### src/design/spnp_pkg.sv
`default_nettype none

package spnp_pkg;

   localparam int QUEUE_DEPTH = 4;

   localparam int VALUE_W = 64;
   localparam int FRAC_W  = 5;
   localparam int STEPS_W = 3;

   localparam logic [1:0] CSR_FRACTION_DIGITS = 2'd0;
   localparam logic [1:0] CSR_BINARY_PREFIX   = 2'd1;
   localparam logic [1:0] CSR_SIGNED_MODE     = 2'd2;

   typedef struct packed {
      logic [FRAC_W-1:0] fraction_digits;
      logic              binary_prefix;
      logic              signed_mode;
   } cfg_type;

   // one finished text, handed from the character front end to the scaler
   typedef struct packed {
      logic [VALUE_W-1:0] accumulator;
      logic [FRAC_W-1:0]  fraction_count;
      logic [STEPS_W-1:0] prefix_steps;
      logic               negative;
      logic               error;
      cfg_type            cfg;
   } job_type;

endpackage

`default_nettype wire

### src/design/spnp_front.sv
`default_nettype none

module spnp_front (
   input  wire                  clock,
   input  wire                  reset,
   input  spnp_pkg::cfg_type    cfg,
   input  wire                  req_valid,
   output logic                 req_ready,
   input  wire  [7:0]           req_char_code,
   input  wire                  req_last_char,
   output logic                 job_valid,
   input  wire                  job_ready,
   output spnp_pkg::job_type    job
);
   import spnp_pkg::*;

   localparam logic [2:0] PH_LEAD  = 3'd0;
   localparam logic [2:0] PH_SIGN  = 3'd1;
   localparam logic [2:0] PH_INT   = 3'd2;
   localparam logic [2:0] PH_FRAC  = 3'd3;
   localparam logic [2:0] PH_TRAIL = 3'd4;
   localparam logic [2:0] PH_DONE  = 3'd5;

   localparam logic [7:0] CH_SPACE = 8'h20;
   localparam logic [7:0] CH_PLUS  = 8'h2B;
   localparam logic [7:0] CH_MINUS = 8'h2D;
   localparam logic [7:0] CH_DOT   = 8'h2E;

   logic [2:0]         phase_ff, phase_in;
   logic [VALUE_W-1:0] acc_ff, acc_in;
   logic [FRAC_W-1:0]  fcount_ff, fcount_in;
   logic [STEPS_W-1:0] pfx_ff, pfx_in;
   logic               neg_ff, neg_in;
   logic               err_ff, err_in;

   logic               digit;
   logic               take_digit;
   logic [STEPS_W-1:0] pfx_code;
   logic [VALUE_W+3:0] times_ten;
   logic               accept;

   always_comb begin
      case (req_char_code)
         8'h6B:   pfx_code = 3'd1;   // k
         8'h4D:   pfx_code = 3'd2;   // M
         8'h47:   pfx_code = 3'd3;   // G
         8'h54:   pfx_code = 3'd4;   // T
         8'h50:   pfx_code = 3'd5;   // P
         8'h45:   pfx_code = 3'd6;   // E
         default: pfx_code = 3'd0;
      endcase
   end

   assign digit     = req_char_code inside {[8'h30:8'h39]};
   assign times_ten = {1'b0, acc_ff, 3'b000} + {3'b000, acc_ff, 1'b0}
                    + {{VALUE_W{1'b0}}, req_char_code[3:0]};

   always_comb begin
      phase_in   = phase_ff;
      acc_in     = acc_ff;
      fcount_in  = fcount_ff;
      pfx_in     = pfx_ff;
      neg_in     = neg_ff;
      err_in     = err_ff;
      take_digit = 1'b0;
      if (!err_ff) begin
         case (phase_ff)
            PH_LEAD: begin
               if (req_char_code == CH_SPACE || req_char_code inside {[8'h09:8'h0D]}) begin
                  phase_in = PH_LEAD;
               end else if (req_char_code == CH_PLUS) begin
                  phase_in = PH_SIGN;
               end else if (req_char_code == CH_MINUS) begin
                  if (cfg.signed_mode) begin
                     neg_in   = 1'b1;
                     phase_in = PH_SIGN;
                  end else begin
                     err_in = 1'b1;
                  end
               end else if (digit) begin
                  take_digit = 1'b1;
                  phase_in   = PH_INT;
               end else if (req_char_code == CH_DOT) begin
                  phase_in = PH_FRAC;
               end else if (pfx_code != 3'd0) begin
                  pfx_in   = pfx_code;
                  phase_in = PH_DONE;
               end else begin
                  err_in = 1'b1;
               end
            end
            PH_SIGN: begin
               if (digit) begin
                  take_digit = 1'b1;
                  phase_in   = PH_INT;
               end else begin
                  err_in = 1'b1;
               end
            end
            PH_INT, PH_FRAC: begin
               if (digit) begin
                  if (phase_ff == PH_INT) begin
                     take_digit = 1'b1;
                  end else if (fcount_ff < cfg.fraction_digits) begin
                     take_digit = 1'b1;
                     fcount_in  = fcount_ff + 1'b1;
                  end else begin
                     err_in = 1'b1;
                  end
               end else if (req_char_code == CH_DOT && phase_ff == PH_INT) begin
                  phase_in = PH_FRAC;
               end else if (req_char_code == CH_SPACE) begin
                  phase_in = PH_TRAIL;
               end else if (pfx_code != 3'd0) begin
                  pfx_in   = pfx_code;
                  phase_in = PH_DONE;
               end else begin
                  err_in = 1'b1;
               end
            end
            PH_TRAIL: begin
               if (req_char_code == CH_SPACE) begin
                  phase_in = PH_TRAIL;
               end else if (pfx_code != 3'd0) begin
                  pfx_in   = pfx_code;
                  phase_in = PH_DONE;
               end else begin
                  err_in = 1'b1;
               end
            end
            default: begin
               err_in = 1'b1;
            end
         endcase
         if (take_digit) begin
            if (|times_ten[VALUE_W+3:VALUE_W]) begin
               err_in = 1'b1;
               acc_in = '0;
            end else begin
               acc_in = times_ten[VALUE_W-1:0];
            end
         end
      end
   end

   assign req_ready = job_ready;
   assign accept    = req_valid && req_ready;
   assign job_valid = req_valid && req_last_char;

   always_comb begin
      job.accumulator    = acc_in;
      job.fraction_count = fcount_in;
      job.prefix_steps   = pfx_in;
      job.negative       = neg_in;
      // a sign with no digit after it is a fault
      job.error          = err_in || (phase_in == PH_SIGN);
      job.cfg            = cfg;
   end

   always_ff @(posedge clock) begin
      if (reset || (accept && req_last_char)) begin
         phase_ff  <= PH_LEAD;
         acc_ff    <= '0;
         fcount_ff <= '0;
         pfx_ff    <= '0;
         neg_ff    <= 1'b0;
         err_ff    <= 1'b0;
      end else if (accept) begin
         phase_ff  <= phase_in;
         acc_ff    <= acc_in;
         fcount_ff <= fcount_in;
         pfx_ff    <= pfx_in;
         neg_ff    <= neg_in;
         err_ff    <= err_in;
      end
   end

endmodule

`default_nettype wire

### src/design/spnp_queue.sv
`default_nettype none

module spnp_queue #(
   parameter int DEPTH = spnp_pkg::QUEUE_DEPTH
) (
   input  wire                  clock,
   input  wire                  reset,
   input  wire                  in_valid,
   output logic                 in_ready,
   input  spnp_pkg::job_type    in_job,
   output logic                 out_valid,
   input  wire                  out_ready,
   output spnp_pkg::job_type    out_job
);
   import spnp_pkg::*;

   localparam int PTR_W = (DEPTH > 1) ? $clog2(DEPTH) : 1;
   localparam int CNT_W = $clog2(DEPTH + 1);
   localparam logic [PTR_W-1:0] LAST_PTR = PTR_W'(DEPTH - 1);

   job_type            mem [DEPTH];
   logic [PTR_W-1:0]   wr_ptr_ff, wr_ptr_in;
   logic [PTR_W-1:0]   rd_ptr_ff, rd_ptr_in;
   logic [CNT_W-1:0]   count_ff, count_in;
   logic               push, pop;

   assign in_ready  = count_ff != CNT_W'(DEPTH);
   assign out_valid = count_ff != '0;
   assign out_job   = mem[rd_ptr_ff];
   assign push      = in_valid && in_ready;
   assign pop       = out_valid && out_ready;

   always_comb begin
      wr_ptr_in = wr_ptr_ff;
      rd_ptr_in = rd_ptr_ff;
      count_in  = count_ff;
      if (push) begin
         wr_ptr_in = (wr_ptr_ff == LAST_PTR) ? '0 : wr_ptr_ff + 1'b1;
      end
      if (pop) begin
         rd_ptr_in = (rd_ptr_ff == LAST_PTR) ? '0 : rd_ptr_ff + 1'b1;
      end
      if (push && !pop) begin
         count_in = count_ff + 1'b1;
      end else if (pop && !push) begin
         count_in = count_ff - 1'b1;
      end
   end

   always_ff @(posedge clock) begin
      if (push) begin
         mem[wr_ptr_ff] <= in_job;
      end
   end

   always_ff @(posedge clock) begin
      if (reset) begin
         wr_ptr_ff <= '0;
         rd_ptr_ff <= '0;
         count_ff  <= '0;
      end else begin
         wr_ptr_ff <= wr_ptr_in;
         rd_ptr_ff <= rd_ptr_in;
         count_ff  <= count_in;
      end
   end

endmodule

`default_nettype wire

### src/design/spnp_back.sv
`default_nettype none

module spnp_back (
   input  wire                  clock,
   input  wire                  reset,
   input  wire                  job_valid,
   output logic                 job_ready,
   input  spnp_pkg::job_type    job,
   output logic                 rsp_valid,
   input  wire                  rsp_ready,
   output logic [63:0]          rsp_parsed_value,
   output logic                 rsp_parse_error
);
   import spnp_pkg::*;

   localparam logic [VALUE_W-1:0] MIN_NEG_MAG = {1'b1, {(VALUE_W-1){1'b0}}};

   logic               busy_ff;
   logic [VALUE_W-1:0] v_ff, v_in;
   logic [FRAC_W-1:0]  tens_ff, tens_in;
   logic [STEPS_W-1:0] pfx_ff, pfx_in;
   logic               neg_ff, err_ff, err_in, bin_ff, smode_ff;
   logic               out_valid_ff;
   logic [VALUE_W-1:0] out_value_ff;
   logic               out_error_ff;

   logic [VALUE_W+3:0] times_ten;
   logic [VALUE_W+9:0] times_prefix;
   logic               finishing, out_free, load;
   logic [VALUE_W-1:0] fin_value;
   logic               fin_error;

   assign times_ten    = {1'b0, v_ff, 3'b000} + {3'b000, v_ff, 1'b0};
   assign times_prefix = bin_ff ? {v_ff, 10'b0}
                                : ({v_ff, 10'b0} - {6'b0, v_ff, 4'b0} - {7'b0, v_ff, 3'b0});

   // pad missing fraction digits first, then apply the prefix steps
   always_comb begin
      v_in      = v_ff;
      tens_in   = tens_ff;
      pfx_in    = pfx_ff;
      err_in    = err_ff;
      finishing = 1'b0;
      if (!err_ff && tens_ff != '0) begin
         tens_in = tens_ff - 1'b1;
         if (|times_ten[VALUE_W+3:VALUE_W]) begin
            err_in = 1'b1;
         end else begin
            v_in = times_ten[VALUE_W-1:0];
         end
      end else if (!err_ff && pfx_ff != '0) begin
         pfx_in = pfx_ff - 1'b1;
         if (|times_prefix[VALUE_W+9:VALUE_W]) begin
            err_in = 1'b1;
         end else begin
            v_in = times_prefix[VALUE_W-1:0];
         end
      end else begin
         finishing = 1'b1;
      end
   end

   always_comb begin
      fin_error = err_ff;
      fin_value = v_ff;
      if (!err_ff) begin
         if (neg_ff) begin
            if (v_ff > MIN_NEG_MAG) begin
               fin_error = 1'b1;
            end else begin
               fin_value = '0 - v_ff;
            end
         end else if (smode_ff && v_ff[VALUE_W-1]) begin
            fin_error = 1'b1;
         end
      end
      if (fin_error) begin
         fin_value = '0;
      end
   end

   assign out_free  = !out_valid_ff || rsp_ready;
   assign job_ready = !busy_ff;
   assign load      = job_valid && job_ready;

   always_ff @(posedge clock) begin
      if (load) begin
         v_ff     <= job.accumulator;
         tens_ff  <= (job.cfg.fraction_digits > job.fraction_count)
                     ? job.cfg.fraction_digits - job.fraction_count : '0;
         pfx_ff   <= job.prefix_steps;
         neg_ff   <= job.negative;
         err_ff   <= job.error;
         bin_ff   <= job.cfg.binary_prefix;
         smode_ff <= job.cfg.signed_mode;
      end else if (busy_ff && !finishing) begin
         v_ff    <= v_in;
         tens_ff <= tens_in;
         pfx_ff  <= pfx_in;
         err_ff  <= err_in;
      end
   end

   always_ff @(posedge clock) begin
      if (busy_ff && finishing && out_free) begin
         out_value_ff <= fin_value;
         out_error_ff <= fin_error;
      end
   end

   always_ff @(posedge clock) begin
      if (reset) begin
         busy_ff      <= 1'b0;
         out_valid_ff <= 1'b0;
      end else begin
         if (load) begin
            busy_ff <= 1'b1;
         end else if (busy_ff && finishing && out_free) begin
            busy_ff <= 1'b0;
         end
         // hold the beat until taken
         if (busy_ff && finishing && out_free) begin
            out_valid_ff <= 1'b1;
         end else if (rsp_ready) begin
            out_valid_ff <= 1'b0;
         end
      end
   end

   assign rsp_valid        = out_valid_ff;
   assign rsp_parsed_value = out_value_ff;
   assign rsp_parse_error  = out_error_ff;

endmodule

`default_nettype wire

### src/design/si_prefix_number_parser.sv
// Decimal fixed-point parser with SI prefix.
// req_ channel: one text byte per beat (req_char_code), req_last_char marks the
// final byte of a number. Bytes are taken one per cycle while req_ready is
// high; a non-last byte only updates the parse state and yields no result.
// rsp_ channel: one beat per text, rsp_parsed_value (zero on error) and
// rsp_parse_error. Results come out in text order.
// csr_ channel: csr_index 0 fraction_digits, 1 binary_prefix, 2 signed_mode;
// always ready, write only while no text is in flight.
// After the last byte is taken, the text passes through the queue to the
// scaler, which pads missing fraction digits and then applies the prefix
// steps, one multiply by 10, 1000 or 1024 per cycle, before the result is
// registered. The scaler takes a new text only once it has finished the last;
// a QUEUE_DEPTH entry queue between parser and scaler absorbs short texts.
// A stalled rsp_ready holds the result register; the scaler then stops, the
// queue fills and req_ready drops. Reset clears all parse state, the queue,
// the configuration and rsp_valid, but not the scaler data or result value.
`default_nettype none

module si_prefix_number_parser #(
   parameter int QUEUE_DEPTH = spnp_pkg::QUEUE_DEPTH
) (
   input  wire         clock,
   input  wire         reset,
   input  wire         req_valid,
   output logic        req_ready,
   input  wire  [7:0]  req_char_code,
   input  wire         req_last_char,
   output logic        rsp_valid,
   input  wire         rsp_ready,
   output logic [63:0] rsp_parsed_value,
   output logic        rsp_parse_error,
   input  wire         csr_valid,
   output logic        csr_ready,
   input  wire  [1:0]  csr_index,
   input  wire  [4:0]  csr_data
);
   import spnp_pkg::*;

   cfg_type cfg_ff;
   logic    fj_valid, fj_ready, bj_valid, bj_ready;
   job_type fj, bj;

   assign csr_ready = 1'b1;

   always_ff @(posedge clock) begin
      if (reset) begin
         cfg_ff <= '0;
      end else if (csr_valid && csr_ready) begin
         case (csr_index)
            CSR_FRACTION_DIGITS: cfg_ff.fraction_digits <= csr_data;
            CSR_BINARY_PREFIX:   cfg_ff.binary_prefix   <= csr_data[0];
            CSR_SIGNED_MODE:     cfg_ff.signed_mode     <= csr_data[0];
            default:             cfg_ff                 <= cfg_ff;
         endcase
      end
   end

   spnp_front u_front (
      .clock         (clock),
      .reset         (reset),
      .cfg           (cfg_ff),
      .req_valid     (req_valid),
      .req_ready     (req_ready),
      .req_char_code (req_char_code),
      .req_last_char (req_last_char),
      .job_valid     (fj_valid),
      .job_ready     (fj_ready),
      .job           (fj)
   );

   spnp_queue #(
      .DEPTH (QUEUE_DEPTH)
   ) u_queue (
      .clock     (clock),
      .reset     (reset),
      .in_valid  (fj_valid),
      .in_ready  (fj_ready),
      .in_job    (fj),
      .out_valid (bj_valid),
      .out_ready (bj_ready),
      .out_job   (bj)
   );

   spnp_back u_back (
      .clock            (clock),
      .reset            (reset),
      .job_valid        (bj_valid),
      .job_ready        (bj_ready),
      .job              (bj),
      .rsp_valid        (rsp_valid),
      .rsp_ready        (rsp_ready),
      .rsp_parsed_value (rsp_parsed_value),
      .rsp_parse_error  (rsp_parse_error)
   );

endmodule

`default_nettype wire
### config.mk
export PLATFORM = sky130hd
export DESIGN_NAME = si_prefix_number_parser
export DESIGN_NICKNAME = d
export VERILOG_FILES = /design/src/design/spnp_pkg.sv /design/src/design/spnp_front.sv /design/src/design/spnp_queue.sv /design/src/design/spnp_back.sv /design/src/design/si_prefix_number_parser.sv
export SDC_FILE = /design/constraint.sdc
export NUM_CORES = 2
export LEC_CHECK = 0
export ABC_CLOCK_PERIOD_IN_PS = 6800
export BUFFER_PORTS_ARGS = -buffer_cell sky130_fd_sc_hd__buf_4
export CORE_ASPECT_RATIO = 1.75
export CORE_MARGIN = 4
export CORE_UTILIZATION = 58
export CTS_CLUSTER_DIAMETER = 80
export DETAILED_ROUTE_END_ITERATION = 10
export GPL_TIMING_DRIVEN = 0
export PLACE_DENSITY = 0.75
export RECOVER_POWER = 100
export SYNTH_ARGS = -nofsm -noshare
export SYNTH_HDL_FRONTEND = slang
export SYNTH_SLANG_ARGS = --single-unit
### constraint.sdc
create_clock -name clock -period 6.8 [get_ports clock]
set_input_delay 0.34 -clock clock [delete_from_list [all_inputs] [get_ports clock]]
set_output_delay 0.34 -clock clock [all_outputs]
set_load 0.005 [all_outputs]
==> Implementation_results.wiki <==
{| class="wikitable"
! Metric !! Value
|-
| Residual DRC count || 0
|-
| Maximum fanout along the worst path || 11
|-
| Slew Viols, Final || 301
|-
| Fin crit share || 100.2%
|-
| Pin slew with the least headroom to its limit || 3.717 ns
|-
| Number of H-tree levels || 2
|-
| Overall fraction of global-route tracks in use || roughly 33%
|-
| Worst max-slew margin expressed relative to the limit || -147.8%
|-
| Via density per instance || around 6.4
|-
| Type of origin of the critical path || flop
|-
| Clock root buffer || sky130_fd_sc_hd__clkbuf_16
|-
| Net count after synthesis || 4,497
|-
| Yosys Warn Count || 0
|-
| Inserted Clock Buffers || 51
|-
| Class of the tightest hold or removal check || input port to flop
|-
| Initial DRT Pass Iterations || 5
|-
| Clock-pin slew reported for the worst setup and hold paths after clock tree synthesis || 0.08 ns
|-
| Antenna diode count || 0
|-
| Asr flop ratio synth || 0%
|-
| Routed wirelength normalized by instance count || approximately 24 um
|-
| TritonCTS clock tree || done
|-
| Gr ovfl total || 0
|-
| Top achievable clock speed || 146.8 MHz
|-
| Largest net degree at the start of global routing || 59
|-
| Failing checks || capacitance limit, slew limit, setup timing
|-
| Area added between synthesis and finish || 9.471%
|-
| Endpoint arrival time on the critical path || 7.15 ns
|-
| Number of failing hold endpoints at the final stage || 0
|-
| I/O Pins || 89
|-
| Horizontal extent of the die || 206.5 um
|-
| Wire length of the first global-routing pass || 188.4 mm
|-
| Synthesized area divided by synthesized cell count || 9.826 um^2
|-
| Post-DP HPWL || between 90 and 100 mm
|-
| Antenna violation net count after detailed routing || 0
|-
| Path type of the worst setup path || flop to flop
|-
| Final Non-Filler Cells || 5,178
|-
| Clock latency reported for the late side of the worst-skew pair || 0.65 ns
|-
| Floorplan row count || about 130
|-
| Required time of the critical path || 7.14 ns
|-
| DRC marker count from the first detailed-route iteration || 2,226
|-
| Placed Cells incl. Taps || 5,071
|-
| Crit. End Element || flop
|-
| Gate count of the mapped netlist || 4,071
|-
| Die height || between 300 and 400 um
|-
| Antenna violations before repair || 1
|-
| WL final || roughly 120 mm
|-
| Synthesized cell area || about 40,000 um^2
|-
| Number of synthesized flops with an enable pin || 465
|-
| Number of vias after detailed routing || 33,080
|-
| Count of maximum capacitance violations || 7
|-
| Setup violators final || 11
|-
| Routability cong. || 0.9730
|-
| Setup clock skew after layout || 0.03405 ns
|-
| Clk buf depth || 3
|-
| Core region area || 68,490 um^2
|-
| Final critical-path required period || 6.813 ns
|-
| Total die area || 73,400 um^2
|-
| Fraction of final layout cells sized beyond drive strength 1 || 8.865%
|-
| Count of different cell masters after synthesis || 98
|-
| Vias in the first global route || 33,450
|-
| Run status || complete, but fails checks
|-
| Initial Utilization || 58.41%
|-
| Min setup slack post-route || -0.01315 ns
|-
| Top flip-flop cell by instance count after synthesis || sky130_fd_sc_hd__edfxtp_1
|-
| Clock sinks || 560
|-
| Flops & latches, synth || 560
|-
| Portion of the post-synthesis area used by sequential elements || 39.66%
|-
| Number of port buffers || between 80 and 90
|-
| Layout Nets || ~4,700
|}
==> through the flow <==
step | hold WS (ns) | cell area, um^2 | util [%] | setup WS [ns] | TNS [ns]
3_5_place_dp | 0.4741 | 41990 | 61.32 | -0.7607 | -20.27
3_3_place_gp | 0.4697 | 41770 | 60.99 | -3.084 | -197.09
5_1_grt | 0.05401 | 43790 | 63.94 | -0.009441 | -0.09823
2_1_floorplan | 0.4491 | 40000 | - | 0.1068 | 0
4_1_cts | 0.03362 | 43900 | 64.10 | 0.04794 | 0
6_report | 0.06989 | 43790 | 63.94 | -0.01315 | -0.1353
==> cell families (layout without fill, tap and decap cells) <==
| group | count (synthesis) | in the layout | share of synthesized area [%] |
|---|---|---|---|
| DFF | 560 | 560 | 39.66 |
| and+or+nand+nor | 1187 | 1187 | 13.75 |
| other | 1 | 1 | 0.009374 |
| adders and majority gates | 405 | 405 | 13.83 |
| xor gates and xnor gates | 196 | 196 | 4.291 |
| AOI/OAI and AO/OA | 1251 | 1251 | 19.87 |
| buffers and inverters | 380 | 584 | 3.766 |
| muxes | 91 | 91 | 4.820 |
==> cell usage in the layout (no fill, tap or decap), drive strengths merged, types with 16 or more instances in the layout <==
cell / n
nor2: 281
a31oi: 48
o211ai: 63
clkbuf: 333
xor2: 75
nand4: 74
o21bai: 47
clkinv: 16
and2: 19
nand3: 77
o21ai: 360
dfxtp: 95
inv: 155
or3: 29
mux4: 81
nor2b: 28
nand2b: 24
nor3: 60
edfxtp: 465
a21o: 114
o22ai: 16
nor4: 22
nand2: 484
a21oi: 350
o31ai: 73
ha: 343
and3: 25
buf: 63
a211oi: 36
xnor2: 121
o21a: 22
fa: 62
==> worst paths after layout <==
check | start | endpoint | slack, ns | cells past startpoint
worst max-delay path | u_back.v_ff[59]$_DFFE_PP_ | u_back.v_ff[6]$_DFFE_PP_ | -0.01 | 22
worst min-delay path | req_char_code[0] | u_front.acc_ff[0]$_SDFFE_PP0P_ | 0.07 | 2
worst max register to register | u_back.v_ff[59]$_DFFE_PP_ | u_back.v_ff[6]$_DFFE_PP_ | -0.01 | 22
worst min register to register | u_front.pfx_ff[2]$_SDFFE_PP0P_ | u_front.pfx_ff[2]$_SDFFE_PP0P_ | 0.49 | 2
==> synthesized netlist by cell type, drive strengths merged, types with 7 or more instances <==
master / count / share of area [%]
a211o: 8 / 0.18
a211oi: 36 / 0.69
a21boi: 8 / 0.15
a21o: 114 / 2.1
a21oi: 350 / 4.4
a221oi: 14 / 0.32
a22o: 9 / 0.20
a31oi: 48 / 0.77
a41oi: 9 / 0.20
and2: 19 / 0.30
and3: 25 / 0.39
and4: 12 / 0.27
buf: 41 / 0.58
clkbuf: 186 / 1.7
dfxtp: 95 / 4.8
edfxtp: 465 / 35
fa: 62 / 3.1
ha: 343 / 11
inv: 153 / 1.4
mux2i: 7 / 0.18
mux4: 81 / 4.6
nand2: 484 / 4.5
nand2b: 24 / 0.38
nand3: 77 / 0.96
nand3b: 11 / 0.21
nand4: 74 / 1.2
nor2: 281 / 2.6
nor2b: 28 / 0.44
nor3: 60 / 0.76
nor3b: 9 / 0.20
nor4: 22 / 0.41
o211ai: 63 / 1.2
o21a: 22 / 0.41
o21ai: 360 / 5.0
o21bai: 47 / 0.88
o221ai: 8 / 0.18
o22ai: 16 / 0.25
o31ai: 73 / 1.4
or2: 14 / 0.22
or3: 29 / 0.45
or4: 7 / 0.13
xnor2: 121 / 2.6
xor2: 75 / 1.6
==> timing repair <==
item,CTS,global route
hold endpoints to repair,7,0
pin swaps,0,0
gates resized for setup,4,12
cloned,0,0
hold buffers,5,0
setup buffers,1,6
setup endpoints to repair,46,20
==> routing by layer <==
layer	vias to the layer above	track usage, %	wire length [um]
met5	-	0	0
met4	0	24.04	11080
met3	442	3.218	5851
met2	1212	60.12	64210
met1	15910	35.85	43040
li1	15510	-	-
==> critical path, cell delays in order, from the launching register on <==
cell,delay (ns)
sky130_fd_sc_hd__edfxtp_1,0.41
sky130_fd_sc_hd__clkbuf_1,0.42
sky130_fd_sc_hd__inv_1,0.30
sky130_fd_sc_hd__fa_1,0.50
sky130_fd_sc_hd__ha_1,0.29
sky130_fd_sc_hd__clkbuf_1,0.19
sky130_fd_sc_hd__a21o_1,0.22
sky130_fd_sc_hd__a31o_2,0.24
sky130_fd_sc_hd__a2111oi_0,0.70
sky130_fd_sc_hd__nand2b_1,0.20
sky130_fd_sc_hd__nand3_1,0.14
sky130_fd_sc_hd__a211oi_2,0.44
sky130_fd_sc_hd__xnor2_1,0.12
sky130_fd_sc_hd__nor4_1,0.23
sky130_fd_sc_hd__o21ai_0,0.19
sky130_fd_sc_hd__nor4_2,0.48
sky130_fd_sc_hd__nand4_1,0.16
sky130_fd_sc_hd__o211ai_1,0.15
sky130_fd_sc_hd__buf_4,0.25
sky130_fd_sc_hd__buf_4,0.23
sky130_fd_sc_hd__buf_4,0.22
sky130_fd_sc_hd__buf_4,0.22
sky130_fd_sc_hd__buf_4,0.21
==> area by class of cell <==
| class | instances | area (um^2) |
|---|---|---|
| plain buffers | 227 | 930.9 |
| repair buffers | 109 | 733.2 |
| clock buffers | 65 | 1420 |
| flip-flops and latches | 560 | 15870 |
| fillers | 5633 | 24690 |
| clock inverters | 30 | 404.1 |
| multi-input cells | 3131 | 22730 |
| well taps | 903 | 1130 |
| inverters | 153 | 574.3 |
==> state kept, by name, summed over array words and instances, names as in the netlist, 5 cells and up, named ones only <==
| register | flops |
|---|---|
| u_queue.mem | 324 |
| u_back.rsp_parsed_value | 64 |
| u_back.v_ff | 64 |
| u_front.acc_ff | 64 |
| cfg_ff | 7 |
| u_back.tens_ff | 5 |
| u_front.fcount_ff | 5 |
Power is left out: the tool's default activity adds up to more than one toggle a clock period on the data nets, which glitch-free logic cannot reach.
